===== src/bsa_pkg.sv =====
// Shared types and constants for the bitmap slot allocator.
package bsa_pkg;

    // Field widths
    localparam int SIZE_W   = 16;
    localparam int ADDR_W   = 14;
    localparam int CNT_W    = 11;
    localparam int STATUS_W = 2;

    // Slot geometry: 16-byte slots, 32 map bits held in each cell
    localparam int SLOT_SHIFT  = 4;
    localparam int SEG_BITS    = 32;
    localparam int SEG_W       = $clog2(SEG_BITS);
    localparam int RESET_SLOTS = 1024;

    localparam logic [SIZE_W-1:0] SLOT_BYTES = SIZE_W'(16);

    // Operation codes
    localparam logic OP_ALLOC = 1'b0;
    localparam logic OP_FREE  = 1'b1;

    // Result status codes
    localparam logic [STATUS_W-1:0] ST_OK       = 2'd0;
    localparam logic [STATUS_W-1:0] ST_BAD_SIZE = 2'd1;
    localparam logic [STATUS_W-1:0] ST_FULL     = 2'd2;
    localparam logic [STATUS_W-1:0] ST_BAD_ADDR = 2'd3;

    // What a token does as it passes each cell
    typedef enum logic [1:0] {
        MODE_NOP   = 2'd0,
        MODE_ALLOC = 2'd1,
        MODE_FREE  = 2'd2,
        MODE_COUNT = 2'd3
    } mode_t;

    // Control part of the token handed from cell to cell
    typedef struct packed {
        logic  valid;
        mode_t mode;
        logic  found;
        logic  hit;
    } tok_t;

endpackage


===== src/bsa_cell.sv =====
// One cell of the used-map chain: holds 32 used bits and processes the passing token.
module bsa_cell #(
    parameter int IDX_W    = 10,
    parameter int CELL_IDX = 0
) (
    input  logic                      clk,
    input  logic                      rst_n,
    input  logic [bsa_pkg::CNT_W-1:0] active_n,
    input  bsa_pkg::tok_t             tok_in,
    input  logic [IDX_W-1:0]          idx_in,
    input  logic [bsa_pkg::CNT_W-1:0] cnt_in,
    output bsa_pkg::tok_t             tok_out,
    output logic [IDX_W-1:0]          idx_out,
    output logic [bsa_pkg::CNT_W-1:0] cnt_out
);
    import bsa_pkg::*;

    localparam int BASE  = CELL_IDX * SEG_BITS;
    localparam int CMP_W = ((IDX_W > CNT_W) ? IDX_W : CNT_W) + 1;

    logic [SEG_BITS-1:0] seg_reg, seg_next;
    logic [SEG_BITS-1:0] below_n, avail, lowest;
    logic [SEG_W-1:0]    low_pos, tgt_bit;
    logic                tgt_here, take_here, free_here;
    tok_t                tok_reg, tok_next;
    logic [IDX_W-1:0]    idx_reg, idx_next;
    logic [CNT_W-1:0]    cnt_reg, cnt_next;

    // Mark the bits of this cell that lie inside the active region
    always_comb
    begin
        for (int j = 0; j < SEG_BITS; j++)
        begin
            below_n[j] = CMP_W'(active_n) > CMP_W'(BASE + j);
        end
    end

    // Isolate the lowest free bit and encode its position
    assign avail  = ~seg_reg & below_n;
    assign lowest = avail & (~avail + SEG_BITS'(1));

    always_comb
    begin
        low_pos = '0;
        for (int j = 0; j < SEG_BITS; j++)
        begin
            if (lowest[j])
            begin
                low_pos = low_pos | SEG_W'(j);
            end
        end
    end

    // Decide what this cell does with the token
    assign tgt_bit   = idx_in[SEG_W-1:0];
    assign tgt_here  = (idx_in >> SEG_W) == IDX_W'(CELL_IDX);
    assign take_here = tok_in.valid && (tok_in.mode == MODE_ALLOC) && !tok_in.found
                       && (|avail);
    assign free_here = tok_in.valid && (tok_in.mode == MODE_FREE) && tgt_here;

    // Update the map bits and build the outgoing token
    always_comb
    begin
        seg_next = seg_reg;
        tok_next = tok_in;
        idx_next = idx_in;
        cnt_next = cnt_in;
        if (take_here)
        begin
            seg_next       = seg_reg | lowest;
            tok_next.found = 1'b1;
            idx_next       = IDX_W'(BASE) + IDX_W'(low_pos);
        end
        if (free_here)
        begin
            seg_next     = seg_reg & ~(SEG_BITS'(1) << tgt_bit);
            tok_next.hit = tok_in.hit | seg_reg[tgt_bit];
        end
        if (tok_in.valid && (tok_in.mode == MODE_COUNT))
        begin
            cnt_next = cnt_in + CNT_W'($countones(avail));
        end
    end

    // Hold map bits and token control
    always_ff @(posedge clk or negedge rst_n)
    begin
        if (!rst_n)
        begin
            seg_reg <= '0;
            tok_reg <= '0;
        end
        else
        begin
            seg_reg <= seg_next;
            tok_reg <= tok_next;
        end
    end

    // Advance token payload
    always_ff @(posedge clk)
    begin
        idx_reg <= idx_next;
        cnt_reg <= cnt_next;
    end

    assign tok_out = tok_reg;
    assign idx_out = idx_reg;
    assign cnt_out = cnt_reg;

endmodule


===== config.mk =====
export PLATFORM = sky130hd
export DESIGN_NAME = bsa_cell
export DESIGN_NICKNAME = d
export VERILOG_FILES = /design/src/bsa_pkg.sv /design/src/bsa_cell.sv
export SDC_FILE = /design/constraint.sdc
export NUM_CORES = 1
export LEC_CHECK = 0
export BUFFER_PORTS_ARGS = -buffer_cell sky130_fd_sc_hd__buf_2
export CAP_MARGIN = 15
export CORE_MARGIN = 3
export CORE_UTILIZATION = 59
export CTS_CLUSTER_SIZE = 24
export DETAILED_ROUTE_END_ITERATION = 7
export PLACE_DENSITY = 0.82
export SLEW_MARGIN = 20
export SYNTH_ARGS = -nofsm -noshare
export SYNTH_HDL_FRONTEND = slang
export SYNTH_SLANG_ARGS = --single-unit

===== constraint.sdc =====
create_clock -name clk -period 7.45 [get_ports clk]
set_input_delay 1.49 -clock clk [delete_from_list [all_inputs] [get_ports clk]]
set_output_delay 1.49 -clock clk [all_outputs]
set_load 0.02 [all_outputs]

Word-level counts from Yosys, hierarchy flattened
Index checks and enable logic that the tools add are counted.
Widths: inputs -> output; s select.
{ "word_totals": {"regBits": 58, "input_bits": 39, "out_inout_bits": 26, "word_cells": 135} }
{ "classes": {"addsub": 33, "order_cmp": 33, "n_eq_ne": 3, "n_shift": 1, "muxes": 39, "bitwise": 8, "n_reduce_logical": 10} }
{ "ops": {"columns": ["cell", "n"], "rows": [
  ["$gt 11x5->1 const B", 16],
  ["$and 32x32->32", 3],
  ["$not 32->32", 3],
  ["$gt 11x4->1 const B", 8],
  ["$mux 5", 17],
  ["$mux 32", 2],
  ["$gt 11x3->1 const B", 4],
  ["$add 1x1->2", 16],
  ["$add 32x1->32 const B", 1],
  ["$mux 4", 8],
  ["$or 32x32->32", 1],
  ["$reduce_or 32->1", 1],
  ["$shl 1x5->32 const A", 1],
  ["$add 2x2->3", 8],
  ["$gt 11x1->1 const B", 2],
  ["$gt 11x2->1 const B", 2],
  ["$add 3x3->4", 4],
  ["$mux 3", 4],
  ["$add 11x6->11", 1],
  ["$mux 11", 1],
  ["$add 4x4->5", 2],
  ["$logic_not 10->1", 1],
  ["$add 5x5->6", 1],
  ["$logic_and 1x1->1", 6],
  ["9 further kinds", 14]
]} }

Longest topological paths before layout
{ "logic_depth": {"depth_word": 37, "mapped_depth": 26, "depth_no_buf": 24} }

Least setup slack after synthesis
Ideal clock, no wire load.
{ "synth_path": {"path_kind": "input to register", "from": "input active_n[5] in the netlist's numbering", "to": "register cnt_reg[10], in the netlist cnt_out[10]", "setup_ps": 118, "arrival_time_ps": 7474, "t_required_ps": 7332, "path_slack_ps": -142, "stages": 24, "n_path_buf": 0, "path_cell_list": "or4_4 -> nor3_4 -> a21o_1 -> inv_1 -> fa_1 -> inv_1 -> fa_1 -> fa_1 -> fa_1 -> fa_1 -> inv_1 -> fa_1 -> inv_1 -> fa_1 -> inv_1 -> fa_1 -> a21o_1 -> a21o_1 -> a21o_1 -> a21o_1 -> a21oi_1 -> nor3b_1 -> nand3_1 -> xnor2_1"} }
{ "synth_between": {"elab_chain_cells": 9, "elab_cells_between_ends": 66, "classes_between": "32 x add/sub; 32 x order compare; 1 x mux; 1 x bitwise"} }
{ "synth_rtl": {"columns": ["element", "line_no", "text"], "rows": [
  ["from (decl)", "bsa_cell.sv:8", "input logic [bsa_pkg::CNT_W-1:0] active_n,"],
  ["$gt 11x1->1, or another cell as far along", "bsa_cell.sv:34", "below_n[j] = CMP_W'(active_n) > CMP_W'(BASE + j);"],
  ["$and 32x32->32 (*)", "bsa_cell.sv:39", "assign avail = ~seg_reg & below_n;"],
  ["$add 1x1->2 (implied by the code)", "bsa_cell.sv:81", "cnt_next = cnt_in + CNT_W'($countones(avail));"],
  ["$add 2x2->3 (implied by the code)", "bsa_cell.sv:81", null],
  ["$add 3x3->4 (implied by the code)", "bsa_cell.sv:81", null],
  ["$add 4x4->5 (implied by the code)", "bsa_cell.sv:81", null],
  ["$add 5x5->6 (implied by the code) (*)", "bsa_cell.sv:81", null],
  ["$add 11x6->11 (*)", "bsa_cell.sv:81", null],
  ["$mux 11 (*)", "bsa_cell.sv:79", "if (tok_in.valid && (tok_in.mode == MODE_COUNT))"],
  ["net cnt_next[10]", "bsa_cell.sv:27", "logic [CNT_W-1:0] cnt_reg, cnt_next;"],
  ["to (signal assigned)", "bsa_cell.sv:104", "cnt_reg <= cnt_next;"],
  ["to (decl)", "bsa_cell.sv:27", null]
]} }
The timed path passes the listed nets; every way through them passes the cells marked *.
A chain may end at the register's enable or synchronous reset.

Worst setup path in the final report
{ "layout_path": {"from": "input active_n[10] in the netlist's numbering", "to": "register cnt_reg[10], in the netlist cnt_out[10]"} }
Same word-level chain as after synthesis.

==> impl_metrics.prom <==
# TYPE chip_impl_metric gauge
chip_impl_info{name="run_status",value="finished clean"} 1
chip_impl_metric{name="post-place-ws",unit="ns"} -0.298
chip_impl_metric{name="p_comb_share",unit="%"} 42.4
chip_impl_info{name="min_path_type",value="reg -> reg"} 1
chip_impl_metric{name="wirelength_met1",unit="mm"} 5.98
chip_impl_metric{name="critPathMaxFanout",unit=""} 5
chip_impl_metric{name="final_core_util",unit="%"} 75.6
chip_impl_metric{name="syn_nets",unit=""} 594
chip_impl_info{name="startpoint_kind_of_the_worst_setup_timing_path",value="input pin"} 1
chip_impl_metric{name="core",unit="sq mm"} 0.00741
chip_impl_metric{name="min_period",unit="ns"} 7.38
chip_impl_metric{name="violation_count_after_the_first_detailed_routing_iteration",unit=""} 485
chip_impl_metric{name="netlist_area",unit="sq mm"} 0.00458
chip_impl_metric{name="final_min_period_over_clock_period",unit="%"} 99.0
chip_impl_metric{name="power.share.clock",unit="%"} 27.4
chip_impl_metric{name="switchingPower",unit="uW"} 432
chip_impl_metric{name="area.growth.synth_to_final",unit="%"} 22.2
chip_impl_metric{name="global_route.usage.total",unit="%"} 38.5
chip_impl_metric{name="place_area",unit="sq mm"} 0.00532
chip_impl_metric{name="ys.warnings.count",unit=""} 0
chip_impl_metric{name="achievable-frequency",unit="MHz"} 136
chip_impl_metric{name="timing_worst_slew_pin_value",unit="ns"} 1.18
chip_impl_metric{name="grt_remaining_overflow",unit=""} 0
chip_impl_metric{name="cp_data_required_time",unit="ns"} 7.69
chip_impl_metric{name="clockBufferDepth",unit=""} 2
chip_impl_metric{name="netlist_instances",unit=""} 514
chip_impl_metric{name="initial_antenna_violation_count",unit=""} 0
chip_impl_metric{name="routedWlPerCell",unit="microns"} 22.3
chip_impl_metric{name="largest_register_ffs",unit=""} 32
chip_impl_metric{name="pin_count",unit=""} 65
chip_impl_metric{name="final_cell_area",unit="sq mm"} 0.00560
chip_impl_metric{name="slew_violations",unit=""} 0
chip_impl_metric{name="power_density",unit="mW/mm^2"} 204
chip_impl_metric{name="design.die.area",unit="sq mm"} 0.00886
chip_impl_metric{name="layout.cells.non_filler",unit=""} 726
chip_impl_metric{name="h_tree_level_count",unit=""} 3
chip_impl_metric{name="final.setup.worst_slack",unit="ns"} 0.0727
chip_impl_metric{name="met3WireLength",unit="mm"} 2.19
chip_impl_metric{name="pwr-share-seq",unit="%"} 30.2
chip_impl_metric{name="total_power",unit="uW"} 1140
chip_impl_metric{name="remaining_drc_errors",unit=""} 0
chip_impl_metric{name="total_of_fill_cells_in_the_finished_design",unit=""} 548
chip_impl_metric{name="ant_nets",unit=""} 0
chip_impl_metric{name="wirelength",unit="mm"} 16.2
chip_impl_metric{name="vias_in_the_first_global_route",unit=""} 4783
chip_impl_metric{name="grt_first_pass_wirelength",unit="mm"} 25.5
chip_impl_info{name="cts_tree",value="built"} 1
chip_impl_metric{name="chipWidth",unit="microns"} 94.1
chip_impl_metric{name="clock_pin_slew_of_the_registers_on_the_worst_case_setup_and_hold_paths",unit="ns"} 0.08
chip_impl_info{name="unrepaired_setup_endpoints_after_global_routing",value="true"} 1
chip_impl_metric{name="synth-edff-count",unit=""} 0
chip_impl_metric{name="p_leak",unit="uW"} 0.00259
chip_impl_metric{name="cap_violations",unit=""} 0
chip_impl_metric{name="power_report.internal_total",unit="uW"} 712
chip_impl_metric{name="num_antenna_cells",unit=""} 0
chip_impl_metric{name="placed_wire_length_estimate",unit="mm"} 12.5
chip_impl_metric{name="maximum_number_of_pins_on_one_net_before_global_route_repair",unit=""} 38
chip_impl_info{name="highest_layer",value="met4"} 1
chip_impl_metric{name="synth_async_sr_flop_share",unit="%"} 63.8
chip_impl_info{name="ys.flop_type",value="sky130_fd_sc_hd__dfrtp_1"} 1
chip_impl_metric{name="ys_seq_area_share",unit="%"} 29.4
chip_impl_metric{name="finalSetupViolations",unit=""} 0
chip_impl_metric{name="p_sw_share",unit="%"} 37.7
chip_impl_metric{name="die_h",unit="microns"} 94.1
chip_impl_metric{name="syn_avg_cell_area",unit="sq um"} 8.92
chip_impl_metric{name="quantity_of_i_o_buffers_inserted_on_ports",unit=""} 64
chip_impl_metric{name="num_rows",unit=""} 31
chip_impl_metric{name="globalplace.congestion",unit=""} 1.02
chip_impl_info{name="crit_type",value="in -> reg"} 1
chip_impl_metric{name="final_net_count",unit=""} 702
chip_impl_metric{name="detailroute.wirelength.met2",unit="mm"} 7.20
chip_impl_metric{name="number_of_clock_sinks",unit=""} 58
chip_impl_metric{name="numCtsBuffers",unit=""} 9
chip_impl_metric{name="arrival_worst_endpoint",unit="ns"} 7.62
chip_impl_metric{name="report.final.hold_viol_count",unit=""} 0
chip_impl_metric{name="ir_drop",unit="mV"} 0.213
chip_impl_metric{name="initial_core_util",unit="%"} 61.9
chip_impl_metric{name="via_count",unit=""} 4867
chip_impl_metric{name="dr.pass1.iters",unit=""} 6
chip_impl_metric{name="relSlewSlack",unit="%"} 20.1
chip_impl_metric{name="layout-drive-gt1-share",unit="%"} 28.5
chip_impl_info{name="setup.worst_path.end_class",value="flip-flop"} 1
chip_impl_info{name="clockRootBuffer",value="sky130_fd_sc_hd__clkbuf_8"} 1
chip_impl_metric{name="cts_hold_buf",unit=""} 0
chip_impl_metric{name="ys_ff_latch",unit=""} 58
chip_impl_metric{name="place.detailed.instances",unit=""} 706
chip_impl_metric{name="post_synthesis_cell_type_count",unit=""} 68
chip_impl_metric{name="clk-insertion-delay-late",unit="ns"} 0.35
chip_impl_metric{name="fin_worst_skew",unit="ns"} 0.0109
chip_impl_metric{name="vias_per_cell",unit=""} 6.70
-- routing by layer --
layer | track usage [%] | up-vias
li1 | - | 2067
met1 | 51.5 | 2283
met2 | 57.7 | 419
met3 | 11.4 | 98
met4 | 17.6 | 0
met5 | 0 | -
-- path summary, 6_finish.rpt --
kind | cells after the start | start | slack, ns | to
max in group asynchronous | 1 | rst_n | 5.61 | seg_reg[22]
max | 25 | active_n[10] | 0.07 | cnt_out[10]
min | 1 | seg_reg[5] | 0.56 | seg_reg[5]
min in group asynchronous | 1 | rst_n | 1.26 | tok_out[0]
max reg2reg | 21 | seg_reg[14] | 1.49 | cnt_out[10]
min reg2reg | 1 | seg_reg[5] | 0.56 | seg_reg[5]
-- synthesized netlist by cell type, types with 2 or more instances --
library cell               number  area (sq um)
sky130_fd_sc_hd__buf_1          2          7.51
sky130_fd_sc_hd__a31oi_1       12          75.1
sky130_fd_sc_hd__inv_1         50           188
sky130_fd_sc_hd__dfrtp_1       37           926
sky130_fd_sc_hd__o41ai_1        2          17.5
sky130_fd_sc_hd__or3_1          2          12.5
sky130_fd_sc_hd__nor4_4         2          42.5
sky130_fd_sc_hd__mux4_2        10           225
sky130_fd_sc_hd__a21boi_0       3          22.5
sky130_fd_sc_hd__o31ai_1       12          90.1
sky130_fd_sc_hd__a21oi_1       19          95.1
sky130_fd_sc_hd__a41oi_1        4          35.0
sky130_fd_sc_hd__nor4_2         2          25.0
sky130_fd_sc_hd__nand3_1       22           110
sky130_fd_sc_hd__nand2_1       44           165
sky130_fd_sc_hd__nand2b_1      12          75.1
sky130_fd_sc_hd__a221oi_1       3          26.3
sky130_fd_sc_hd__or2_2          4          25.0
sky130_fd_sc_hd__o21bai_1       3          22.5
sky130_fd_sc_hd__o211a_1        2          20.0
sky130_fd_sc_hd__buf_2          4          20.0
sky130_fd_sc_hd__and3_1         4          25.0
sky130_fd_sc_hd__dfxtp_1       21           420
sky130_fd_sc_hd__clkbuf_1      11          41.3
sky130_fd_sc_hd__xnor2_1        4          35.0
sky130_fd_sc_hd__ha_1          15           188
sky130_fd_sc_hd__nor3_1         5          25.0
sky130_fd_sc_hd__o21ai_0       67           335
sky130_fd_sc_hd__nand4_1        4          25.0
sky130_fd_sc_hd__a21o_1        12          90.1
sky130_fd_sc_hd__o211ai_1       2          15.0
sky130_fd_sc_hd__fa_1          26           521
sky130_fd_sc_hd__nor3_4         2          32.5
sky130_fd_sc_hd__nor2b_1        5          31.3
sky130_fd_sc_hd__nor4_1         2          12.5
sky130_fd_sc_hd__a31o_2         2          17.5
sky130_fd_sc_hd__and2_1         9          56.3
sky130_fd_sc_hd__a211oi_1       4          30.0
sky130_fd_sc_hd__xor2_1         3          26.3
sky130_fd_sc_hd__nor3b_1        3          22.5
sky130_fd_sc_hd__nor2_1        34           128
sky130_fd_sc_hd__o41ai_2        2          32.5
-- per-stage QoR --
step	TNS (ns)	hold WS, ns
5_1_grt	-0.266	0.585
6_report	0	0.558
3_5_place_dp	-1.28	0.538
2_1_floorplan	0	0.486
4_1_cts	0	0.554
3_3_place_gp	-0.437	0.529
-- worst max-delay path, cell delays in order --
cell and delay, ns:
sky130_fd_sc_hd__buf_6 0.09, sky130_fd_sc_hd__or4_4 0.60, sky130_fd_sc_hd__nor3_4 0.24, sky130_fd_sc_hd__a21o_1 0.17, sky130_fd_sc_hd__inv_2 0.05, sky130_fd_sc_hd__fa_1 0.52, sky130_fd_sc_hd__inv_2 0.05, sky130_fd_sc_hd__fa_1 0.47
sky130_fd_sc_hd__fa_1 0.54, sky130_fd_sc_hd__fa_1 0.44, sky130_fd_sc_hd__fa_1 0.56, sky130_fd_sc_hd__inv_2 0.05, sky130_fd_sc_hd__fa_1 0.50, sky130_fd_sc_hd__inv_2 0.05, sky130_fd_sc_hd__fa_2 0.36, sky130_fd_sc_hd__inv_2 0.07
sky130_fd_sc_hd__fa_2 0.21, sky130_fd_sc_hd__a21o_1 0.11, sky130_fd_sc_hd__a21o_1 0.12, sky130_fd_sc_hd__a21o_1 0.11, sky130_fd_sc_hd__a21o_1 0.16, sky130_fd_sc_hd__a21oi_2 0.07, sky130_fd_sc_hd__nor3b_2 0.28, sky130_fd_sc_hd__nand3_2 0.14
sky130_fd_sc_hd__xnor2_2 0.17
-- placed cells by master (no fill, tap or decap), types with 5 or more instances in the layout --
cell type,n
sky130_fd_sc_hd__nor2b_1,5
sky130_fd_sc_hd__ha_1,15
sky130_fd_sc_hd__nand2_1,44
sky130_fd_sc_hd__and2_1,9
sky130_fd_sc_hd__buf_2,63
sky130_fd_sc_hd__nor3_1,5
sky130_fd_sc_hd__clkbuf_8,10
sky130_fd_sc_hd__a31oi_1,12
sky130_fd_sc_hd__mux4_2,10
sky130_fd_sc_hd__a21o_1,12
sky130_fd_sc_hd__dfxtp_1,21
sky130_fd_sc_hd__dfrtp_1,37
sky130_fd_sc_hd__fa_1,24
sky130_fd_sc_hd__a21oi_1,16
sky130_fd_sc_hd__nand2b_1,12
sky130_fd_sc_hd__inv_1,45
sky130_fd_sc_hd__nor2_1,33
sky130_fd_sc_hd__o31ai_1,12
sky130_fd_sc_hd__inv_2,5
sky130_fd_sc_hd__buf_4,50
sky130_fd_sc_hd__nand3_1,21
sky130_fd_sc_hd__o21ai_0,66
-- kinds of logic after synthesis --
logic type / count (synthesis) / share of synthesized area [%]
adder cells (fa/ha/maj): 41 / 15.5
flip-flops: 58 / 29.4
AO/OA/AOI/OAI: 162 / 23.0
buffers and inverters: 68 / 5.76
multiplexers: 12 / 5.38
AND/OR/NAND/NOR: 166 / 19.7
XOR/XNOR: 7 / 1.34
-- power groups by stage --
stage                     Clock [uW]  Sequential [uW]  Combinational (uW)
after CTS                        313              345                 469
after global routing             329              348                 535
after floorplan                    0              368                 275
after global placement             0              351                 439
final                            313              346                 485
after detailed placement           0              352                 457
-- area by class of cell --
cell class | instances | area (sq um) | area share [%]
Multi-Input combinational cell | 388 | 3020 | 53.9
Sequential cell | 58 | 1350 | 24.0
Timing Repair Buffer | 115 | 713 | 12.7
Inverter | 50 | 188 | 3.35
Clock buffer | 10 | 138 | 2.46
Tap cell | 99 | 124 | 2.21
Clock inverter | 6 | 72.6 | 1.30
-- repair_timing --
item / in CTS / in global routing
gates resized for setup: 0 / 13
pin swaps: 2 / 6
buffers inserted: 0 / 4
cloned: 0 / 0
endpoints found under the setup margin: 3 / 5
(Power assumes the default switching activity.)
